<file path="src/rtl/rsgc_pkg.sv">
package rsgc_pkg;

    // Default sizing
    localparam int              MAX_GROUP_LEN_DEF = 16;
    localparam longint unsigned MAX_GROUPS_DEF    = 64'd4194304;

    // Fixed field widths
    localparam int PIXEL_W   = 8;
    localparam int COUNT_W   = 23;
    localparam int MASK_W    = 16;
    localparam int GLEN_W    = 5;
    localparam int CFG_IDX_W = 1;
    localparam int CFG_DAT_W = 16;
    localparam int DIFF_W    = 9;
    localparam int NEG_W     = 10;

    // Register reset values
    localparam logic [MASK_W-1:0] FLIP_MASK_RST = 16'd6;
    localparam logic [GLEN_W-1:0] GROUP_LEN_RST = 5'd4;

    // Register indexes
    localparam logic [CFG_IDX_W-1:0] REG_FLIP_MASK    = 1'd0;
    localparam logic [CFG_IDX_W-1:0] REG_GROUP_LENGTH = 1'd1;

    // Class counter slots
    localparam int CLS_REG_POS = 0;
    localparam int CLS_SIN_POS = 1;
    localparam int CLS_REG_NEG = 2;
    localparam int CLS_SIN_NEG = 3;
    localparam int CLS_NUM     = 4;

    typedef struct packed {
        logic [PIXEL_W-1:0] pixel;
        logic               last_pixel;
    } in_word_t;

    typedef struct packed {
        logic [COUNT_W-1:0] regular_pos;
        logic [COUNT_W-1:0] singular_pos;
        logic [COUNT_W-1:0] regular_neg;
        logic [COUNT_W-1:0] singular_neg;
        logic [COUNT_W-1:0] groups_seen;
    } out_word_t;

    // Previous pixel values of the three views
    typedef struct packed {
        logic [PIXEL_W-1:0]      orig;
        logic [PIXEL_W-1:0]      flip_pos;
        logic signed [NEG_W-1:0] flip_neg;
    } prev_t;

    // Neighbor differences of the three views
    typedef struct packed {
        logic [DIFF_W-1:0] orig;
        logic [DIFF_W-1:0] flip_pos;
        logic [DIFF_W-1:0] flip_neg;
    } diff_t;

endpackage

</file>
<file path="src/rtl/rsgc_flip_diff.sv">
module rsgc_flip_diff
(
    input  logic [rsgc_pkg::PIXEL_W-1:0] pixel,
    input  logic                         flip,
    input  rsgc_pkg::prev_t              prev,
    output rsgc_pkg::prev_t              cur,
    output rsgc_pkg::diff_t              diff
);

    logic [rsgc_pkg::PIXEL_W-1:0]        vp;
    logic signed [rsgc_pkg::NEG_W-1:0]   vn;
    logic signed [rsgc_pkg::NEG_W-1:0]   x_s;
    logic signed [rsgc_pkg::NEG_W:0]     dn;
    logic [rsgc_pkg::PIXEL_W-1:0]        d_orig;
    logic [rsgc_pkg::PIXEL_W-1:0]        d_pos;

    // Apply the LSB flip and the shift-by-one flip
    always_comb
    begin
        x_s = $signed({2'b00, pixel});
        if (flip)
        begin
            vp = pixel ^ 8'd1;
            vn = pixel[0] ? (x_s + 10'sd1) : (x_s - 10'sd1);
        end
        else
        begin
            vp = pixel;
            vn = x_s;
        end
    end

    // Take absolute neighbor differences
    always_comb
    begin
        d_orig = (pixel >= prev.orig) ? (pixel - prev.orig) : (prev.orig - pixel);
        d_pos  = (vp >= prev.flip_pos) ? (vp - prev.flip_pos) : (prev.flip_pos - vp);
        dn     = $signed({vn[rsgc_pkg::NEG_W-1], vn})
               - $signed({prev.flip_neg[rsgc_pkg::NEG_W-1], prev.flip_neg});
        diff.orig     = {1'b0, d_orig};
        diff.flip_pos = {1'b0, d_pos};
        diff.flip_neg = dn[rsgc_pkg::NEG_W] ? rsgc_pkg::DIFF_W'(-dn)
                                            : rsgc_pkg::DIFF_W'(dn);
        cur.orig      = pixel;
        cur.flip_pos  = vp;
        cur.flip_neg  = vn;
    end

endmodule

</file>
<file path="src/rtl/rs_group_classifier_unit.sv">
// Regular/singular group counter. Pixels enter one word per clock and are cut
// into groups of group_length pixels (clamped to 2..MAX_GROUP_LEN); each group's
// smoothness is summed on the original pixels and under the positive and
// negative flip selected by flip_mask, and the group is counted as regular or
// singular for each flip (neither on equal sums). The block sustains one pixel
// per cycle: a pixel is registered in the input register, then the per-pixel
// update (three differences, three adds, four compares, counter bump) is written
// into the state registers. The word that carries last_pixel produces one result
// word with the four class counts and the group count, visible the cycle after it
// leaves the input register; counters then restart for the next image. A trailing
// partial group is dropped. Pixels without last_pixel keep flowing while a result
// word waits; a second last_pixel waits in the input register until the pending
// result is taken. Counters saturate at MAX_GROUPS.
module rs_group_classifier_unit
#(
    parameter int              MAX_GROUP_LEN = rsgc_pkg::MAX_GROUP_LEN_DEF,
    parameter longint unsigned MAX_GROUPS    = rsgc_pkg::MAX_GROUPS_DEF
)
(
    input  logic                           clk,
    input  logic                           rst_n,
    input  logic                           cfg_write,
    input  logic [rsgc_pkg::CFG_IDX_W-1:0] cfg_index,
    input  logic [rsgc_pkg::CFG_DAT_W-1:0] cfg_data,
    input  logic                           pixel_valid,
    output logic                           pixel_stall,
    input  rsgc_pkg::in_word_t             pixel_word,
    output logic                           result_valid,
    input  logic                           result_stall,
    output rsgc_pkg::out_word_t            result_word
);

    localparam int POS_W = $clog2(MAX_GROUP_LEN);
    localparam int LEN_W = $clog2(MAX_GROUP_LEN + 1);
    localparam int SUM_W = $clog2((MAX_GROUP_LEN - 1) * 257 + 1);
    localparam int CNT_W = $clog2(MAX_GROUPS + 1);
    localparam logic [CNT_W-1:0] CNT_MAX = CNT_W'(MAX_GROUPS);

    // Configuration
    logic [rsgc_pkg::MASK_W-1:0] flip_mask_reg;
    logic [rsgc_pkg::GLEN_W-1:0] group_length_reg;

    // Input stage
    logic               in_valid_reg;
    rsgc_pkg::in_word_t in_word_reg;
    logic               advance;
    logic               accept;

    // Group state
    rsgc_pkg::prev_t    prev_reg;
    rsgc_pkg::prev_t    prev_next;
    rsgc_pkg::prev_t    cur;
    rsgc_pkg::diff_t    diff;
    logic [SUM_W-1:0]   sum_orig_reg, sum_pos_reg, sum_neg_reg;
    logic [SUM_W-1:0]   sum_orig_next, sum_pos_next, sum_neg_next;
    logic [SUM_W-1:0]   sum_orig_new, sum_pos_new, sum_neg_new;
    logic [POS_W-1:0]   pos_reg, pos_next;
    logic [CNT_W-1:0]   class_cnt_reg  [rsgc_pkg::CLS_NUM];
    logic [CNT_W-1:0]   class_cnt_next [rsgc_pkg::CLS_NUM];
    logic [CNT_W-1:0]   class_cnt_bump [rsgc_pkg::CLS_NUM];
    logic [CNT_W-1:0]   group_cnt_reg, group_cnt_next, group_cnt_bump;
    logic [LEN_W-1:0]   len_eff;
    logic               flip;
    logic               close;
    logic [rsgc_pkg::CLS_NUM-1:0] hit;

    // Result stage
    logic                result_valid_reg;
    rsgc_pkg::out_word_t result_word_reg;

    // Write configuration registers
    always_ff @(posedge clk or negedge rst_n)
    begin
        if (!rst_n)
        begin
            flip_mask_reg    <= rsgc_pkg::FLIP_MASK_RST;
            group_length_reg <= rsgc_pkg::GROUP_LEN_RST;
        end
        else if (cfg_write)
        begin
            unique case (cfg_index)
                rsgc_pkg::REG_FLIP_MASK:    flip_mask_reg    <= cfg_data;
                rsgc_pkg::REG_GROUP_LENGTH: group_length_reg <= cfg_data[rsgc_pkg::GLEN_W-1:0];
                default: ;
            endcase
        end
    end

    // Advance the input word unless it needs a busy result slot
    assign advance     = in_valid_reg
                       && (!in_word_reg.last_pixel || !result_valid_reg || !result_stall);
    assign pixel_stall = in_valid_reg && !advance;
    assign accept      = pixel_valid && !pixel_stall;

    always_ff @(posedge clk or negedge rst_n)
    begin
        if (!rst_n)
            in_valid_reg <= 1'b0;
        else if (accept)
            in_valid_reg <= 1'b1;
        else if (advance)
            in_valid_reg <= 1'b0;
    end

    always_ff @(posedge clk)
    begin
        if (accept)
            in_word_reg <= pixel_word;
    end

    // Clamp the group length and pick the flip for this position
    always_comb
    begin
        if (int'(group_length_reg) < 2)
            len_eff = LEN_W'(2);
        else if (int'(group_length_reg) > MAX_GROUP_LEN)
            len_eff = LEN_W'(MAX_GROUP_LEN);
        else
            len_eff = LEN_W'(group_length_reg);
        flip  = (int'(pos_reg) < rsgc_pkg::MASK_W) && flip_mask_reg[4'(pos_reg)];
        close = (int'(pos_reg) + 1) >= int'(len_eff);
    end

    rsgc_flip_diff u_flip_diff
    (
        .pixel (in_word_reg.pixel),
        .flip  (flip),
        .prev  (prev_reg),
        .cur   (cur),
        .diff  (diff)
    );

    // Accumulate sums, classify and clear closed groups, clear all at image end
    always_comb
    begin
        if (pos_reg != '0)
        begin
            sum_orig_new = sum_orig_reg + SUM_W'(diff.orig);
            sum_pos_new  = sum_pos_reg  + SUM_W'(diff.flip_pos);
            sum_neg_new  = sum_neg_reg  + SUM_W'(diff.flip_neg);
        end
        else
        begin
            sum_orig_new = sum_orig_reg;
            sum_pos_new  = sum_pos_reg;
            sum_neg_new  = sum_neg_reg;
        end

        hit[rsgc_pkg::CLS_REG_POS] = sum_orig_new < sum_pos_new;
        hit[rsgc_pkg::CLS_SIN_POS] = sum_orig_new > sum_pos_new;
        hit[rsgc_pkg::CLS_REG_NEG] = sum_orig_new < sum_neg_new;
        hit[rsgc_pkg::CLS_SIN_NEG] = sum_orig_new > sum_neg_new;

        for (int i = 0; i < rsgc_pkg::CLS_NUM; i++)
        begin
            if (close && hit[i] && (class_cnt_reg[i] < CNT_MAX))
                class_cnt_bump[i] = class_cnt_reg[i] + 1'b1;
            else
                class_cnt_bump[i] = class_cnt_reg[i];
        end
        if (close && (group_cnt_reg < CNT_MAX))
            group_cnt_bump = group_cnt_reg + 1'b1;
        else
            group_cnt_bump = group_cnt_reg;

        if (close || in_word_reg.last_pixel)
        begin
            prev_next     = '0;
            sum_orig_next = '0;
            sum_pos_next  = '0;
            sum_neg_next  = '0;
            pos_next      = '0;
        end
        else
        begin
            prev_next     = cur;
            sum_orig_next = sum_orig_new;
            sum_pos_next  = sum_pos_new;
            sum_neg_next  = sum_neg_new;
            pos_next      = pos_reg + 1'b1;
        end

        if (in_word_reg.last_pixel)
        begin
            for (int i = 0; i < rsgc_pkg::CLS_NUM; i++)
                class_cnt_next[i] = '0;
            group_cnt_next = '0;
        end
        else
        begin
            for (int i = 0; i < rsgc_pkg::CLS_NUM; i++)
                class_cnt_next[i] = class_cnt_bump[i];
            group_cnt_next = group_cnt_bump;
        end
    end

    always_ff @(posedge clk or negedge rst_n)
    begin
        if (!rst_n)
        begin
            prev_reg      <= '0;
            sum_orig_reg  <= '0;
            sum_pos_reg   <= '0;
            sum_neg_reg   <= '0;
            pos_reg       <= '0;
            group_cnt_reg <= '0;
            for (int i = 0; i < rsgc_pkg::CLS_NUM; i++)
                class_cnt_reg[i] <= '0;
        end
        else if (advance)
        begin
            prev_reg      <= prev_next;
            sum_orig_reg  <= sum_orig_next;
            sum_pos_reg   <= sum_pos_next;
            sum_neg_reg   <= sum_neg_next;
            pos_reg       <= pos_next;
            group_cnt_reg <= group_cnt_next;
            for (int i = 0; i < rsgc_pkg::CLS_NUM; i++)
                class_cnt_reg[i] <= class_cnt_next[i];
        end
    end

    // Load the result word on the image's last pixel, drop it once taken
    always_ff @(posedge clk or negedge rst_n)
    begin
        if (!rst_n)
            result_valid_reg <= 1'b0;
        else if (advance && in_word_reg.last_pixel)
            result_valid_reg <= 1'b1;
        else if (!result_stall)
            result_valid_reg <= 1'b0;
    end

    always_ff @(posedge clk)
    begin
        if (advance && in_word_reg.last_pixel)
        begin
            result_word_reg.regular_pos  <=
                rsgc_pkg::COUNT_W'(class_cnt_bump[rsgc_pkg::CLS_REG_POS]);
            result_word_reg.singular_pos <=
                rsgc_pkg::COUNT_W'(class_cnt_bump[rsgc_pkg::CLS_SIN_POS]);
            result_word_reg.regular_neg  <=
                rsgc_pkg::COUNT_W'(class_cnt_bump[rsgc_pkg::CLS_REG_NEG]);
            result_word_reg.singular_neg <=
                rsgc_pkg::COUNT_W'(class_cnt_bump[rsgc_pkg::CLS_SIN_NEG]);
            result_word_reg.groups_seen  <= rsgc_pkg::COUNT_W'(group_cnt_bump);
        end
    end

    assign result_valid = result_valid_reg;
    assign result_word  = result_word_reg;

    // A result word appears only after a last pixel was processed
    assert property (@(posedge clk) disable iff (!rst_n)
        $rose(result_valid_reg) |-> $past(advance && in_word_reg.last_pixel))
        else $error("result word without a last pixel");

    // Counters restart after the last pixel
    assert property (@(posedge clk) disable iff (!rst_n)
        (advance && in_word_reg.last_pixel) |=> (group_cnt_reg == '0 && pos_reg == '0))
        else $error("counters not cleared after last pixel");

    // Neither the regular-positive nor the singular-negative count exceeds the group count
    assert property (@(posedge clk) disable iff (!rst_n)
        (class_cnt_reg[rsgc_pkg::CLS_REG_POS] <= group_cnt_reg)
        && (class_cnt_reg[rsgc_pkg::CLS_SIN_NEG] <= group_cnt_reg))
        else $error("class count above group count");

endmodule
</file>
<file path="config.mk">
export PLATFORM = sky130hd
export DESIGN_NAME = rs_group_classifier_unit
export DESIGN_NICKNAME = d
export VERILOG_FILES = /design/src/rtl/rsgc_pkg.sv /design/src/rtl/rsgc_flip_diff.sv /design/src/rtl/rs_group_classifier_unit.sv
export SDC_FILE = /design/constraint.sdc
export NUM_CORES = 1
export LEC_CHECK = 0
export BUFFER_PORTS_ARGS = -buffer_cell sky130_fd_sc_hd__buf_2
export CAP_MARGIN = 20
export CELL_PAD_IN_SITES_DETAIL_PLACEMENT = 0
export CELL_PAD_IN_SITES_GLOBAL_PLACEMENT = 2
export CORE_MARGIN = 4
export CORE_UTILIZATION = 38
export CTS_BUF_LIST = sky130_fd_sc_hd__clkbuf_4
export CTS_CLUSTER_DIAMETER = 60
export CTS_CLUSTER_SIZE = 30
export DETAILED_ROUTE_END_ITERATION = 8
export GPL_ROUTABILITY_DRIVEN = 0
export HOLD_SLACK_MARGIN = 0.05
export PLACE_DENSITY_LB_ADDON = 0.1
export SLEW_MARGIN = 5
export SYNTH_ARGS = -nofsm -noshare
export SYNTH_HDL_FRONTEND = slang
export SYNTH_SLANG_ARGS = --single-unit
</file>
<file path="constraint.sdc">
create_clock -name clk -period 12.1 [get_ports clk]
set_clock_uncertainty 0.05 [all_clocks]
set_input_delay 1.21 -clock clk [delete_from_list [all_inputs] [get_ports clk]]
set_output_delay 1.21 -clock clk [all_outputs]
set_load 0.01 [all_outputs]
</file>
After elaboration in Yosys (flattened, before gate mapping)
Cells that the tools add are included.

word-level totals
  flip-flop bits (word level) = 328
  input port bits = 31
  output and inout port bits = 117
  word-level logic and storage cells = 113

cells by class
  add/subtract/negate cells = 18
  magnitude comparators = 15
  equality and inequality tests = 1
  muxes and demuxes = 29
  bitwise logic cells = 2
  reductions and logical operators = 25

operators by type and width
  operator               number
  $mux 23                6
  $add 23x1->23 const B  5
  $lt 23x23->1 const B   5
  $mux 92                1
  $mux 12                6
  $sub 8x8->8            4
  $mux 26                1
  $add 12x8->12          2
  $gt 12x12->1           2
  $lt 12x12->1           2
  $mux 10                2
  $ge 8x8->1             2
  $mux 8                 2
  $logic_and 1x1->1      13
  $add 12x9->12          1
  $sub 10x10->11         1
  $mux 5                 2
  $add 8x1->9 const B    1
  $mux 9                 1
  $neg 9->9              1
  $sub 8x1->9 const B    1
  $mux 1                 6
  $add 4x1->5 const B    1
  $ge 5x5->1             1
  13 further kinds       21

Logic depth before layout (Yosys ltp)
Gate-level depths: netlist of the first run.

  word-level depth = 13
  depth in mapped cells = 32
  gate-level depth less buffers = 28

Modules after synthesis
From an unflattened synthesis of the first run, not the netlist that was laid out.

second synthesis, totals
  cells, all modules = 1889
  area total of the unflattened synthesis = 19294.8 µm²

by module, submodules not included
  module                    instances  cells each  area an instance (µm²)  seq. area each (µm²)
  rs_group_classifier_unit  1          1590        17077.6                 8832.2
  rsgc_flip_diff            1          299         2217.1                  0.0

Least setup slack after synthesis of the first run
No wires, ideal clock.

  path kind = register to register
  start = register pos_reg[0]
  end = register result_word_reg (netlist bit result_word[85]) (data pin)
  setup time = 0.258 ns
  arrival time = 7.312 ns
  required time = 11.792 ns
  path slack = 4.480 ns
  stages on the path, launching flop included = 31
  buffers on the path = 4
  clock period less this slack = 7.620 ns
  cells stage by stage = dfrtp_1 buf_2 mux4_2 mux4_2 xnor2_1 ha_1 inv_1 fa_1 a21oi_1 o21ai_0 a21oi_1 buf_2 mux2_2 fa_1 a21o_1 a21oi_1 nor2b_1 o21a_1 o41ai_1 nor2_1 xnor2_1 ha_1 nand4_1 nor3_1 a21boi_1 o21a_1 and3_1 buf_2 buf_2 nand4_1 xnor2_1

RTL lines
  item                    RTL line                         source
  from (decl)             rs_group_classifier_unit.sv:57   logic [POS_W-1:0] pos_reg, pos_next;
  from (signal assigned)  rs_group_classifier_unit.sv:216  pos_reg <= pos_next;
  to (decl)               rs_group_classifier_unit.sv:69   rsgc_pkg::out_word_t result_word_reg;

==> results.sh, run 1 <==
export IMPL_status="finished clean"
export IMPL_maxCapViolCount=0
export IMPL_crit_path_start_kind="flip-flop"
export IMPL_dp_hpwl_mm=34.4
export IMPL_numPortBuffers=147
export IMPL_cts_tree="yes"
export IMPL_first_pass_iters=5
export IMPL_synth_seq_area_share=0.460
export IMPL_wl_per_cell_um=19.4
export IMPL_synth_warnings=0
export IMPL_vias_per_cell=5.48
export IMPL_worst_slack_ns=2.53
export IMPL_cts_resized=0
export IMPL_track_usage=0.193
export IMPL_grt_pass1_vias=14600
export IMPL_p_leak_nw=8.81
export IMPL_pre_cts_ws_ns=2.53
export IMPL_nets=2066
export IMPL_async_reset_ff_frac=0.613
export IMPL_cp_top_family="compound AO/OA/AOI/OAI gates"
export IMPL_post_route_drc_count=0
export IMPL_post_route_min_period_ns=9.57
export IMPL_clkLatencyLatePin_ns=0.82
export IMPL_critPathKind="reg2reg"
export IMPL_fin_tns_setup_ns=0
export IMPL_clock_root_buffer="clkbuf_4"
export IMPL_cp_slowest_cell="a21oi_1"
export IMPL_syn_inst=1830
export IMPL_r2r_start="pos_reg[0]"
export IMPL_cts_clk_slew_worst_paths_ns=0.16
export IMPL_core_rowCount=81
export IMPL_grt_pass1_wl_mm=82.9
export IMPL_netlist_area_leader_share=0.258
export IMPL_dieWidth_um=230
export IMPL_worst_setup_path_end_kind="flip-flop"
export IMPL_power_density_nw_per_um2=209
export IMPL_syn_area_um2=18700
export IMPL_dieArea_um2=53000
export IMPL_synth_cell_types=78
export IMPL_overflow=0
export IMPL_setup_viol=0
export IMPL_antenna_found_initial=1
export IMPL_core_area_um2=48800
export IMPL_avgSynthCellArea_um2=10.2
export IMPL_hold_viol_final=0
export IMPL_worst_pin_slew_ns=1.04
export IMPL_die_height_um=230
export IMPL_syn_num_nets=1958
export IMPL_cts_made_buffers=40
export IMPL_cts_hold_buf=0
export IMPL_io_pins=148
export IMPL_post_cts_setup_buffer_count=0
export IMPL_ff2ff_setup_slack_ns=2.53
export IMPL_cp_max_fo=19
export IMPL_multi_input_area_um2=9480
export IMPL_critPathLaunch="pos_reg[0]"
export IMPL_drv_slew=0
export IMPL_ir_drop_mv=0.157
export IMPL_fillers=4825
export IMPL_arrival_ns=10.08
export IMPL_critPathMaxStageDelay_ns=0.83
export IMPL_fmax_mhz=105
export IMPL_vias=14400
export IMPL_rsz0062_at_grt="no"
export IMPL_synth_area_leader_cell="dfrtp_1"
export IMPL_largest_reg_flops=115
export IMPL_h_tree_depth=2
export IMPL_ys_ff_latch=320
export IMPL_hp_class="in2async"
export IMPL_drt_iter0_markers=770
export IMPL_cts_path_max_buffers=3
export IMPL_cp_required_ns=12.61
export IMPL_path_buf_inv=1
export IMPL_maxSlewHeadroom=0.304
export IMPL_worstReg2RegEnd="result_word[77]"
export IMPL_drive_above_1_share=0.165
export IMPL_period_share=0.791
export IMPL_regArea_um2=8630
export IMPL_ys_top_cells_by_area="dfrtp_1 26%, edfxtp_1 20%, ha_1 5.9%, xnor2_1 5.7%, nand2_1 3.4%"
export IMPL_start_util=0.384
export IMPL_cts_sinks=320
export IMPL_ant_nets=0
export IMPL_syn_to_final_growth_pct=11.2
export IMPL_synth_edff_count=124
export IMPL_worstRegToRegCells=26
export IMPL_grt_start_max_net_pins=83
export IMPL_wl_mm=51.0
export IMPL_synth_ff_type="dfrtp_1"
## layout make-up
class / count / area share
Clock inverter: 29 / 0.0202
Multi-Input combinational cell: 1339 / 0.455
Tap cell: 664 / 0.0398
Inverter: 69 / 0.0125
Antenna cell: 1 / 0.000120
Sequential cell: 320 / 0.414
Clock buffer: 43 / 0.0155
Timing Repair Buffer: 168 / 0.0433
## cell usage after synthesis (33+ instances only)
| cell type | number |
|---|---|
| clkbuf_1 | 77 |
| a21oi_1 | 68 |
| xnor2_1 | 121 |
| nand2_1 | 172 |
| a41oi_1 | 33 |
| a22o_1 | 36 |
| mux2_2 | 34 |
| nor3_1 | 46 |
| a31oi_1 | 34 |
| nand3_1 | 49 |
| edfxtp_1 | 124 |
| ha_1 | 89 |
| inv_1 | 68 |
| and3_1 | 50 |
| nor2_1 | 81 |
| xor2_1 | 47 |
| o21ai_0 | 119 |
| o31ai_1 | 42 |
| dfrtp_1 | 193 |
## per-stage QoR
stage / area [um^2] / std cells / utilization / total power (W) / hold slack (ns)
2_1_floorplan: 18700 / 1830 / - / 0.00296 / 0.415
3_3_place_gp: 20100 / 2559 / 0.411 / 0.00352 / 0.437
3_5_place_dp: 20100 / 2559 / 0.411 / 0.00355 / 0.444
4_1_cts: 20800 / 2631 / 0.427 / 0.00441 / 0.293
5_1_grt: 20900 / 2633 / 0.427 / 0.00474 / 0.338
6_report: 20900 / 2633 / 0.427 / 0.00435 / 0.355
## layout by cell type, fill, tap and decap left out, types with 34 or more instances in the layout
master / netlist / routed
clkbuf_4: 0 / 43
nand2_1: 172 / 170
buf_2: 15 / 146
a31oi_1: 34 / 34
edfxtp_1: 124 / 124
dfrtp_1: 193 / 193
xnor2_1: 121 / 121
nor3_1: 46 / 46
a21oi_1: 68 / 68
o31ai_1: 42 / 42
mux2_2: 34 / 34
ha_1: 89 / 89
nor2_1: 81 / 79
xor2_1: 47 / 47
inv_1: 68 / 67
nand3_1: 49 / 49
a22o_1: 36 / 36
and3_1: 50 / 50
o21ai_0: 119 / 119
## power by group
group / leakage (nW) / total (W) / internal [W] / switching [W]
combinational: 4.58 / 0.00214 / 0.000816 / 0.00132
clock: 0.400 / 0.000831 / 0.000372 / 0.000459
sequential: 3.82 / 0.00139 / 0.00127 / 0.000119
## layer usage
| layer | vias up | track usage | routed length (um) | part of all wire |
|---|---|---|---|---|
| met5 | - | 0 | 0 | 0 |
| met4 | 0 | 0.0537 | 1150 | 0.023 |
| met3 | 54 | 0.0261 | 1900 | 0.037 |
| met2 | 259 | 0.319 | 24400 | 0.48 |
| met1 | 7140 | 0.266 | 23500 | 0.46 |
| li1 | 6984 | - | - | - |
## how the worst max path moves through the flow
| stage | end | cells past startpoint |
|---|---|---|
| detailed placement | result_word[77] | 26 |
| global placement | result_word[106] | 27 |
| floorplan | result_word[85] | 30 |
| global route | result_word[77] | 26 |
| finish | result_word[77] | 26 |
| CTS | result_word[77] | 26 |
## cell families after synthesis
group                    share of synthesized area
multiplexers                                0.0419
XOR/XNOR                                    0.0785
buffers and inverters                       0.0354
AO/OA/AOI/OAI                                0.174
adder cells (fa/ha/maj)                     0.0679
AND/OR/NAND/NOR                              0.142
flip-flops                                   0.460
(Power assumes the default switching activity.)
==> run 2: changes to the inputs <==
Settings changed: CORE_UTILIZATION 38 to 37.
Clock period 12.1 ns to 8.2 ns, I/O delays scaled along.
==> run 2 against run 1 <==
Die area is 2.6% higher; sequential cell count unchanged; maximum frequency is 25% higher; clock power grew 23%; cell area rose by 0.34%; critical path depth up 3; critical path type unchanged; largest cell class unchanged; largest power group unchanged.
==> results.sh, run 2 (synthesis gave the netlist of run 1 again) <==
export IMPL_use_met3=0.0235
export IMPL_core_rowCount=82
export IMPL_grt_use_met2=0.315
export IMPL_syn_to_final_growth_pct=11.6
export IMPL_critPathMaxStageDelay_ns=0.62
export IMPL_worstRegToRegCells=29
export IMPL_io_pins=148
export IMPL_largest_reg_flops=115
export IMPL_ir_drop_mv=0.209
export IMPL_final_cells=2660
export IMPL_maxSlewHeadroom=0.327
export IMPL_layout_commonest_cell="dfrtp_1"
export IMPL_cp_required_ns=8.69
export IMPL_period_share=0.932
export IMPL_first_pass_iters=5
export IMPL_wl_per_cell_um=19.1
export IMPL_power_density_nw_per_um2=303
export IMPL_p_leak_nw=8.86
export IMPL_fin_util=0.417
export IMPL_core_area_um2=50200
export IMPL_grt_start_max_net_pins=77
export IMPL_post_route_min_period_ns=7.64
export IMPL_cts_tree="yes"
export IMPL_cts_made_buffers=39
export IMPL_clkLatencyLatePin_ns=0.79
export IMPL_grt_pass1_vias=14400
export IMPL_min_path_cells=1
export IMPL_arrival_ns=8.13
export IMPL_hp_class="in2reg"
export IMPL_dp_hpwl_mm=33.9
export IMPL_placed_cells=2580
export IMPL_numPortBuffers=147
export IMPL_met1_usage=0.249
export IMPL_vias_per_cell=5.41
export IMPL_status="finished clean"
export IMPL_worst_setup_path_end_kind="flip-flop"
export IMPL_dieArea_um2=54300
export IMPL_maxCapViolCount=0
export IMPL_wl_mm=50.7
export IMPL_fmax_mhz=131
export IMPL_post_route_drc_count=0
export IMPL_dieWidth_um=233
export IMPL_antenna_found_initial=1
export IMPL_h_tree_depth=2
export IMPL_ant_nets=0
export IMPL_drt_iter0_markers=788
export IMPL_hold_viol_final=0
export IMPL_cp_slowest_cell="mux4_2"
export IMPL_start_util=0.374
export IMPL_cts_clk_slew_worst_paths_ns=0.14
export IMPL_total_power_w=0.00634
export IMPL_drv_slew=0
export IMPL_cts_sinks=320
export IMPL_drive_above_1_share=0.176
export IMPL_cp_max_fo=21
export IMPL_fin_tns_setup_ns=0
export IMPL_track_usage=0.184
export IMPL_overflow=0
export IMPL_critPathKind="reg2reg"
export IMPL_mostFrequentLayoutCells="192 x dfrtp_1, 170 x nand2_1, 146 x buf_2, 124 x edfxtp_1, 120 x xnor2_1"
export IMPL_vias=14400
export IMPL_grt_pass1_wl_mm=80.3
export IMPL_crit_path_start_kind="flip-flop"
export IMPL_top_usage_layer="met2"
export IMPL_ff2ff_setup_slack_ns=0.56
export IMPL_clock_root_buffer="clkbuf_4"
export IMPL_die_height_um=233
export IMPL_worst_pin_slew_ns=1.01
export IMPL_setup_viol=0
export IMPL_cts_path_max_buffers=3
export IMPL_nets=2085
-- run 2: power breakdown --
group / switching [W] / leakage [nW] / internal, W / total (W)
clock network: 0.000670 / 0.331 / 0.000351 / 0.00102
registers: 0.000172 / 3.82 / 0.00187 / 0.00204
logic: 0.00197 / 4.70 / 0.00131 / 0.00327
-- run 2: worst max-delay path, delay by kind of cell, from the launching register on --
kind,cells,cell delay [ns]
and+or+nand+nor,5,0.79
DFF,1,0.48
adders and majority gates,4,1.32
buffers and inverters,4,0.75
muxes,3,1.50
AOI/OAI and AO/OA,10,1.96
xor gates and xnor gates,3,0.54
-- run 2: final cells by class --
class	count	area, um^2
Clock buffer	42	315
Sequential cell	320	8630
Clock inverter	28	251
Fill cell	4898	29200
Inverter	69	262
Multi-Input combinational cell	1339	9530
Antenna cell	2	5.00
Tap cell	672	841
Timing Repair Buffer	188	1090
-- run 2: routing by layer --
metal	up-vias	wire length [um]
met2	202	24700
met3	58	1520
met5	-	0
met4	0	886
li1	7038	-
met1	7097	23600
-- run 2: final timing paths --
| path | endpoint | startpoint |
|---|---|---|
| max | result_word[97] | pos_reg[0] |
| min | in_word_reg[8] | pixel_word[8] |
| max reg2reg | result_word[97] | pos_reg[0] |
| min reg2reg | sum_neg_reg[9] | sum_neg_reg[9] |
| max in group asynchronous | pos_reg[0] | rst_n |
| min in group asynchronous | class_cnt_reg[40] | rst_n |
-- run 2: timing repair --
action / CTS / global route
gates resized for setup: 0 / 11
hold buffers: 1 / 0
endpoints found under the hold margin: 66 / 0
setup buffers: 0 / 6
endpoints found under the setup margin: 0 / 181
-- run 2: metrics by stage --
stage / area, um^2 / hold slack, ns / worst slack [ns]
floorplan: 18700 / 0.415 / 0.580
global placement: 20200 / 0.436 / 0.202
detailed placement: 20200 / 0.441 / 0.0677
CTS: 20800 / 0.0554 / 0.0506
global route: 20900 / 0.0706 / -0.0104
finish: 20900 / 0.155 / 0.557
==> run 3: changes to the inputs <==
Settings changed: CORE_MARGIN 4 to not set, SYNTH_HIERARCHICAL set to 1.
==> run 3 against run 2 <==
Die area shrank 2.3%; synthesized area rose by 2.9%; combinational power grew 23%; synthesized cell count increased by 3.2%; clock-buffer cell count up 3; register-to-register slack got worse by 0.05 ns; clock power up 15%; total power up 14%; largest cell class unchanged.
==> results.sh, run 3 <==
export IMPL_fmax_mhz=130
export IMPL_synthAdderAreaFrac=0.0757
export IMPL_worst_pin_slew_ns=1.10
export IMPL_async_reset_ff_frac=0.622
export IMPL_cp_required_ns=8.69
export IMPL_maxCapViolCount=0
export IMPL_synth_area_leader_cell="dfrtp_1"
export IMPL_netlist_area_leader_share=0.261
export IMPL_syn_to_final_growth_pct=11.9
export IMPL_post_route_min_period_ns=7.70
export IMPL_cts_made_buffers=41
export IMPL_track_usage=0.202
export IMPL_h_tree_depth=2
export IMPL_ys_top_cells_by_area="dfrtp_1 26%, edfxtp_1 19%, ha_1 6.7%, xnor2_1 4.9%, o21ai_0 3.8%"
export IMPL_total_power_w=0.00720
export IMPL_start_util=0.375
export IMPL_ir_drop_mv=0.339
export IMPL_fin_tns_setup_ns=0
export IMPL_avgSynthCellArea_um2=10.2
export IMPL_synth_top_family_by_area="compound AO/OA/AOI/OAI gates"
export IMPL_wl_mm=53.0
export IMPL_clock_root_buffer="clkbuf_4"
export IMPL_critPathKind="reg2reg"
export IMPL_cts_sinks=328
export IMPL_critPathLaunch="pos_reg[0]"
export IMPL_antenna_found_initial=3
export IMPL_pwr_share_seq=0.279
export IMPL_wl_per_cell_um=19.4
export IMPL_cts_clk_slew_worst_paths_ns=0.12
export IMPL_synth_ff_type="dfrtp_1"
export IMPL_muxShareOfSynthArea=0.0386
export IMPL_overflow=0
export IMPL_p_leak_nw=9.32
export IMPL_worst_slack_ns=0.505
export IMPL_internal_power_w=0.00390
export IMPL_dieArea_um2=53100
export IMPL_synth_edff_count=124
export IMPL_dp_hpwl_mm=35.3
export IMPL_core_area_um2=51400
export IMPL_numPortBuffers=147
export IMPL_clockPowerShare=0.163
export IMPL_drv_slew=0
export IMPL_first_pass_iters=7
export IMPL_synth_warnings=6
export IMPL_whs_ns=0.167
export IMPL_grt_start_max_net_pins=89
export IMPL_hp_class="in2reg"
export IMPL_swShare=0.458
export IMPL_largest_reg_flops=115
export IMPL_core_rowCount=83
export IMPL_ys_ff_latch=328
export IMPL_status="finished clean"
export IMPL_fin_area_um2=21600
export IMPL_cts_path_max_buffers=3
export IMPL_worst_setup_path_end_kind="flip-flop"
export IMPL_maxSlewHeadroom=0.266
export IMPL_layout_commonest_cell="dfrtp_1"
export IMPL_pre_cts_ws_ns=0.128
export IMPL_period_share=0.938
export IMPL_r2r_start="pos_reg[0]"
export IMPL_mostFrequentLayoutCells="200 x dfrtp_1, 166 x nand2_1, 147 x o21ai_0, 147 x buf_2, 124 x edfxtp_1"
export IMPL_drt_iter0_markers=846
export IMPL_syn_area_um2=19300
export IMPL_io_pins=148
export IMPL_grt_pass1_vias=14500
export IMPL_cts_tree="yes"
export IMPL_synth_most_common_cell="dfrtp_1"
export IMPL_drive_above_1_share=0.165
export IMPL_synth_compound_area_frac=0.170
export IMPL_syn_inst=1889
export IMPL_hold_viol_final=0
export IMPL_yosys_area_share_simple=0.143
export IMPL_clkLatencyLatePin_ns=0.82
export IMPL_p_comb_frac=0.558
export IMPL_rsz0062_at_grt="no"
export IMPL_power_density_nw_per_um2=333
export IMPL_holdCritStartpoint="pixel_word[1]"
export IMPL_die_height_um=230
export IMPL_grt_pass1_wl_mm=84.2
export IMPL_nets=2161
export IMPL_ff2ff_setup_slack_ns=0.50
export IMPL_vias_per_cell=5.42
export IMPL_cp_max_fo=17
export IMPL_ant_nets=0
export IMPL_crit_path_start_kind="flip-flop"
export IMPL_dieWidth_um=230
export IMPL_vias=14800
export IMPL_synth_seq_area_share=0.458
export IMPL_fillers=5057
export IMPL_arrival_ns=8.19
export IMPL_setup_viol=0
export IMPL_dpl_cell_area_um2=20700
export IMPL_p_sw_w=0.00330
export IMPL_post_route_drc_count=0
export IMPL_synth_xor_area_share=0.0749
export IMPL_synth_common_cells="201 x dfrtp_1, 168 x nand2_1, 148 x o21ai_0, 124 x edfxtp_1, 108 x xnor2_1"
export IMPL_synth_cell_types=83
==> run 3: cell count changes after synthesis, sizes merged, moves of 16 or more <==
cell	previous run	this run
and3	51	29
o21ai	130	151
a22o	36	52
nand3	50	66
nor3	49	33
==> run 3: cell families after synthesis <==
logic type,after synthesis
other cells,1
fa+ha+maj,112
flops,328
xor+xnor,165
buf+inv,181
mux,65
simple gates,546
compound gates,491
==> run 3: final timing paths <==
| kind | cells after the start | endpoint |
|---|---|---|
| min in group asynchronous | 2 | group_cnt_reg[22] |
| worst max register to register | 27 | result_word[66] |
| worst min-delay path | 1 | in_word_reg[1] |
| worst min register to register | 1 | sum_orig_reg[11] |
| worst max-delay path | 27 | result_word[66] |
| max in group asynchronous | 4 | sum_orig_reg[8] |
==> run 3: what timing repair did <==
item                       in CTS  in global routing
setup endpoints to repair       0                161
gates resized for setup         0                  9
hold endpoints to repair       92                  0
buffers inserted                0                  9
hold buffers                    7                  0
==> run 3: per-layer routing <==
metal	up-vias	part of all wire	track usage
met3	63	0.043	0.0321
met5	-	0	0
met1	7234	0.49	0.292
met2	293	0.45	0.316
met4	0	0.018	0.0441
li1	7218	-	-
==> run 3: final cells by class <==
| class | count | area, um^2 | area share |
|---|---|---|---|
| well taps | 680 | 851 | 0.0394 |
| clock inverters | 29 | 355 | 0.0165 |
| multi-input cells | 1381 | 9790 | 0.453 |
| diodes | 3 | 7.51 | 0.000348 |
| flip-flops and latches | 328 | 8830 | 0.409 |
| repair buffers | 193 | 1140 | 0.0526 |
| clock buffers | 45 | 338 | 0.0157 |
| inverters | 73 | 277 | 0.0128 |
==> run 3: metrics by stage <==
step,util,cells
global placement,0.402,2637
global route,0.420,2732
detailed placement,0.402,2638
finish,0.420,2732
floorplan,-,1890
CTS,0.417,2719
==> run 3: critical path, cell delays in order, from the launching register on <==
cell      delay [ns]
dfrtp_2         0.47
mux4_2          0.52
mux4_2          0.62
nand4_1         0.24
nor2_1          0.06
a21oi_1         0.16
xnor2_1         0.12
ha_1            0.42
nand3_1         0.13
o221ai_1        0.28
a21oi_2         0.13
o21ai_4         0.25
mux2_2          0.40
fa_1            0.48
a211oi_1        0.23
nor2_1          0.09
nor2_1          0.13
o21ai_0         0.16
a41o_1          0.31
xnor2_1         0.17
ha_1            0.27
nand4_1         0.12
or2_2           0.14
a21oi_2         0.05
or4_4           0.66
or4_4           0.60
nor2_4          0.12
xor2_1          0.08
==> run 3: power groups by stage <==
| stage | Clock (W) | Combinational, W | Sequential, W |
|---|---|---|---|
| 2_1_floorplan | 0 | 0.00273 | 0.00201 |
| 3_3_place_gp | 0 | 0.00380 | 0.00204 |
| 3_5_place_dp | 0 | 0.00380 | 0.00204 |
| 4_1_cts | 0.00124 | 0.00382 | 0.00201 |
| 5_1_grt | 0.00129 | 0.00446 | 0.00203 |
| 6_report | 0.00117 | 0.00402 | 0.00201 |
